[config.mk]
export PLATFORM = sky130hd
export DESIGN_NAME = v3a_sqrt
export DESIGN_NICKNAME = d
export VERILOG_FILES = /design/src/design/v3a_pkg.sv /design/src/design/v3a_sqrt.sv
export SDC_FILE = /design/constraint.sdc
export NUM_CORES = 2
export LEC_CHECK = 0
export ABC_CLOCK_PERIOD_IN_PS = 3700
export BUFFER_PORTS_ARGS = -buffer_cell sky130_fd_sc_hd__buf_2
export CAP_MARGIN = 25
export CELL_PAD_IN_SITES_DETAIL_PLACEMENT = 2
export CELL_PAD_IN_SITES_GLOBAL_PLACEMENT = 2
export CORE_MARGIN = 8
export CORE_UTILIZATION = 43
export CTS_BUF_LIST = sky130_fd_sc_hd__clkbuf_2 sky130_fd_sc_hd__clkbuf_4 sky130_fd_sc_hd__clkbuf_8
export CTS_CLUSTER_SIZE = 25
export DETAILED_ROUTE_END_ITERATION = 8
export PLACE_DENSITY = 0.89
export SETUP_SLACK_MARGIN = 0.02
export SLEW_MARGIN = 20
export SYNTH_ARGS = -nofsm -noshare
export SYNTH_HDL_FRONTEND = slang
export SYNTH_MEMORY_MAX_BITS = 65536
export SYNTH_SLANG_ARGS = --single-unit
[constraint.sdc]
create_clock -name clock -period 3.7 [get_ports clock]
set_clock_uncertainty 0.1 [all_clocks]
set_input_delay 0.37 -clock clock [delete_from_list [all_inputs] [get_ports clock]]
set_output_delay 0.37 -clock clock [all_outputs]
set_load 0.01 [all_outputs]
[src/design/v3a_pkg.sv]
// ----------------------------------------------------------------------------
// v3a_pkg
// shared widths, command and fault codes, and request/response types
// for the three-component vector alu
// ----------------------------------------------------------------------------
package v3a_pkg;

   localparam int DATA_W    = 32;
   localparam int FRAC_BITS = 16;
   localparam int DIV_W     = DATA_W + FRAC_BITS;
   localparam int DEN_W     = DATA_W;
   localparam int ROOT_W    = DATA_W;
   localparam int RAD_W     = 2 * DATA_W;
   localparam int REM_W     = ROOT_W + 3;
   localparam int PROD_W    = 2 * DATA_W + 2;
   localparam int WIDE_W    = PROD_W + 2;

   localparam logic [DATA_W-1:0] MAX_VAL = {1'b0, {(DATA_W-1){1'b1}}};
   localparam logic [DATA_W-1:0] MIN_VAL = {1'b1, {(DATA_W-1){1'b0}}};

   localparam logic [3:0] CMD_ADD       = 4'd0;
   localparam logic [3:0] CMD_SUB       = 4'd1;
   localparam logic [3:0] CMD_SCALE     = 4'd2;
   localparam logic [3:0] CMD_DIV       = 4'd3;
   localparam logic [3:0] CMD_DOT       = 4'd4;
   localparam logic [3:0] CMD_CROSS     = 4'd5;
   localparam logic [3:0] CMD_NORM      = 4'd6;
   localparam logic [3:0] CMD_NORMALIZE = 4'd7;
   localparam logic [3:0] CMD_DIST      = 4'd8;

   localparam logic [1:0] FAULT_NONE = 2'd0;
   localparam logic [1:0] FAULT_DIV0 = 2'd1;
   localparam logic [1:0] FAULT_OVF  = 2'd2;

   typedef struct packed {
      logic [3:0]               command;
      logic signed [DATA_W-1:0] a_x;
      logic signed [DATA_W-1:0] a_y;
      logic signed [DATA_W-1:0] a_z;
      logic signed [DATA_W-1:0] b_x;
      logic signed [DATA_W-1:0] b_y;
      logic signed [DATA_W-1:0] b_z;
      logic signed [DATA_W-1:0] scalar_in;
   } req_type;

   typedef struct packed {
      logic signed [DATA_W-1:0] result_x;
      logic signed [DATA_W-1:0] result_y;
      logic signed [DATA_W-1:0] result_z;
      logic signed [DATA_W-1:0] result_scalar;
      logic                     is_equal;
      logic [1:0]               fault;
   } rsp_type;

endpackage

[src/design/v3a_sqrt.sv]
// ----------------------------------------------------------------------------
// v3a_sqrt
// pipelined integer square root, one root bit per stage, floored result
// ----------------------------------------------------------------------------
module v3a_sqrt import v3a_pkg::*; (
   input  logic              clock,
   input  logic              en,
   input  logic [RAD_W-1:0]  rad_data,
   output logic [ROOT_W-1:0] root_data
);

   logic [RAD_W-1:0]  val_ff    [ROOT_W];
   logic [REM_W-1:0]  rem_ff    [ROOT_W];
   logic [ROOT_W-1:0] root_ff   [ROOT_W];
   logic [RAD_W-1:0]  val_in    [ROOT_W];
   logic [REM_W-1:0]  rem_in    [ROOT_W];
   logic [ROOT_W-1:0] root_in   [ROOT_W];
   logic [RAD_W-1:0]  val_prev  [ROOT_W];
   logic [REM_W-1:0]  rem_prev  [ROOT_W];
   logic [ROOT_W-1:0] root_prev [ROOT_W];
   logic [REM_W-1:0]  part      [ROOT_W];
   logic [REM_W-1:0]  trial     [ROOT_W];
   logic              take      [ROOT_W];

   always_comb begin
      val_prev[0]  = rad_data;
      rem_prev[0]  = '0;
      root_prev[0] = '0;
      for (int i = 1; i < ROOT_W; i++) begin
         val_prev[i]  = val_ff[i-1];
         rem_prev[i]  = rem_ff[i-1];
         root_prev[i] = root_ff[i-1];
      end
      // bring down two radicand bits, try (root << 2) | 1
      for (int i = 0; i < ROOT_W; i++) begin
         part[i]    = {rem_prev[i][REM_W-3:0], val_prev[i][RAD_W-1 -: 2]};
         trial[i]   = {1'b0, root_prev[i], 2'b01};
         take[i]    = (part[i] >= trial[i]);
         rem_in[i]  = take[i] ? (part[i] - trial[i]) : part[i];
         root_in[i] = {root_prev[i][ROOT_W-2:0], take[i]};
         val_in[i]  = {val_prev[i][RAD_W-3:0], 2'b00};
      end
   end

   always_ff @(posedge clock) begin
      if (en) begin
         for (int i = 0; i < ROOT_W; i++) begin
            val_ff[i]  <= val_in[i];
            rem_ff[i]  <= rem_in[i];
            root_ff[i] <= root_in[i];
         end
      end
   end

   assign root_data = root_ff[ROOT_W-1];

endmodule

==> impl_metrics.json <==
{
  "crit_fanout": 8,
  "reg2reg_from": "rem_ff[0][200]",
  "clock_path_buffers": 4,
  "gr-total-overflow": 0,
  "period_needed_ns": 5.17,
  "synth-edff-count": 2494,
  "synth_ff_type": "edfxtp_1",
  "drt-initial-drc-count": 12200,
  "ir_worst_vdd_mv": 0.419,
  "die_y_um": 538,
  "leakage_uw": 0.0525,
  "crit_start": "rem_ff[0][200]",
  "fmax_ghz": 0.194,
  "endpoint": "rem_ff[0][218]",
  "dp.cells": 12800,
  "status": "finished, violations left",
  "rsz0062_at_grt": "yes",
  "yosys_warnings": 0,
  "finalHoldViolCount": 0,
  "drcViolationCount": 0,
  "dr_total_vias": 95400,
  "cts_root_buf": "clkbuf_8",
  "vias_per_cell": 6.87,
  "max_slew_margin": -0.280,
  "io-pin-count": 98,
  "final_common_cell": "edfxtp_1",
  "power_density_nw_per_um2": 681,
  "core_um2": 271000,
  "worstPathRequired_ns": 4.43,
  "cts_max_level": 5,
  "insertion_delay_ns": 1.23,
  "cts_tree": "yes",
  "grt_usage": 0.330,
  "start_kind": "flip-flop",
  "rr_endpoint": "rem_ff[0][218]",
  "drv_slew": 2,
  "cp_data_arrival_time_ns": 5.90,
  "syn_area_um2": 117000,
  "avgRoutedWirePerCell_um": 41.3,
  "syn_inst": 9091,
  "ys_seq_area_frac": 0.640,
  "drive_above_1_share": 0.168,
  "syn_to_final_growth_pct": 16.9,
  "grt_max_degree": 113,
  "fillers": 25500,
  "start_util": 0.432,
  "total_power_uw": 93100,
  "instances_no_fill": 13900,
  "violations": "capacitance limit, slew limit, setup timing",
  "holdPathStages": 0,
  "layout_common_cells": "edfxtp_1, inv_1, nor2_1",
  "tns_ns": -130.28,
  "drv.max_cap_violation_count": 1,
  "final_util": 0.505,
  "first_pass_iters": 6,
  "synth_seq_cells": 2494,
  "dp_hpwl_mm": 279,
  "path_class": "reg2reg",
  "rows": 191,
  "grt_pass1_wl_mm": 713,
  "die_area_um2": 289000,
  "hp-class": "reg2reg",
  "grt_pass1_vias": 98200,
  "antenna_found_initial": 38,
  "multi_input_area_um2": 40900,
  "rrSetupSlack_ns": -1.47,
  "synth_area_per_cell_um2": 12.9,
  "numCtsBuffers": 428,
  "period_share": 1.40,
  "syn-num-nets": 9718,
  "cts.sinks": 2494,
  "worst_slew_pin_slew_ns": 1.91,
  "hold_slack_ns": 0.294,
  "routed_wirelength_mm": 573,
  "cp-end-kind": "flip-flop",
  "finalSetupViolations": 550,
  "hp-start": "val_ff[0][916]",
  "synth.distinct_cells": 95,
  "reg2reg_depth": 9,
  "gp_congestion": 0.901,
  "portBuffers": 97,
  "final_antenna_net_count": 0,
  "setup_ws_ns": -1.47,
  "die_w_um": 538,
  "layout.nets": 10600,
  "async_flop_share": 0,
  "seqCellArea_um2": 74900,
  "clk_pin_slew_ns": 0.09
}
metrics by stage:
step,cell area (um^2),setup slack (ns)
2_1_floorplan,117000,0.179
3_3_place_gp,124000,-0.241
3_5_place_dp,124000,-0.322
4_1_cts,134000,0.0203
5_1_grt,137000,-1.24
6_report,137000,-1.47
critical path, stage by stage, from the launching register on:
cell and delay, ns:
edfxtp_1 0.54, or3_1 0.48, or2_2 0.37, or3_1 0.37, or3_1 0.64, a311oi_4 0.52
nand3_2 0.33, nand2_2 0.34, nor2_1 0.13, xor2_1 0.94
registers in the layout, summed over array words and instances, names as in the netlist:
signal / flops
root_ff: 528
rem_ff: 974
val_ff: 992
layout make-up:
| type | instances | area share |
|---|---|---|
| clock buffer | 553 | 0.0500 |
| timing repair buffer | 622 | 0.0399 |
| multi-input combinational | 5685 | 0.299 |
| sequential | 2494 | 0.548 |
| inverter | 693 | 0.0190 |
| clock inverter | 230 | 0.0115 |
| tap | 3570 | 0.0327 |
| antenna | 35 | 0.000640 |
synthesized netlist by cell type (all sizes together), types with 152 or more instances:
cell type     n  share of area
edfxtp     2494           0.64
inv         693          0.022
nor2        615          0.020
a21oi       601          0.026
ha          561          0.060
nand2       545          0.017
o21ai       435          0.019
xor2        389          0.029
xnor2       387          0.029
a21o        246          0.016
nor3        223         0.0097
clkbuf      164         0.0053
nand3       152         0.0065
per-layer routing:
metal  part of all wire  wire length [um]  GRT usage  up-vias
li1                   -                 -          -    35500
met4               0.12             68900      0.237       39
met2               0.47            269000      0.590     8469
met1               0.32            182000      0.351    47300
met3              0.092             52500     0.0574     4018
met5            0.00057               329          0        -
kinds of logic after synthesis:
| kind of cell | count (synthesis) | share of synthesized area |
|---|---|---|
| compound gates | 1876 | 0.100 |
| xor+xnor | 776 | 0.0581 |
| fa+ha+maj | 561 | 0.0600 |
| buf+inv | 914 | 0.0305 |
| flops | 2494 | 0.640 |
| mux | 102 | 0.00968 |
| other cells | 1 | 0.0000321 |
| simple gates | 2367 | 0.101 |
report_power, final:
part / internal [uW] / switching (uW)
registers: 35800 / 4190
logic: 8100 / 16600
clock network: 13300 / 15100
repair_timing:
item,4_1_cts,5_1_grt
pin swaps,16,64
gates cloned,3,2
resized for setup,204,360
setup buffers,31,84
endpoints found under the setup margin,544,621
hold buffers,130,0
endpoints found under the hold margin,131,0
worst min path at each step:
| stage | endpoint | slack, ns |
|---|---|---|
| floorplan | val_ff[0][100] | 0.30 |
| global placement | val_ff[0][181] | 0.30 |
| detailed placement | val_ff[0][539] | 0.31 |
| CTS | val_ff[1][57] | 0.25 |
| global route | val_ff[1][57] | 0.30 |
| finish | val_ff[0][980] | 0.29 |
Note: power is estimated with default switching activity, not from simulation.
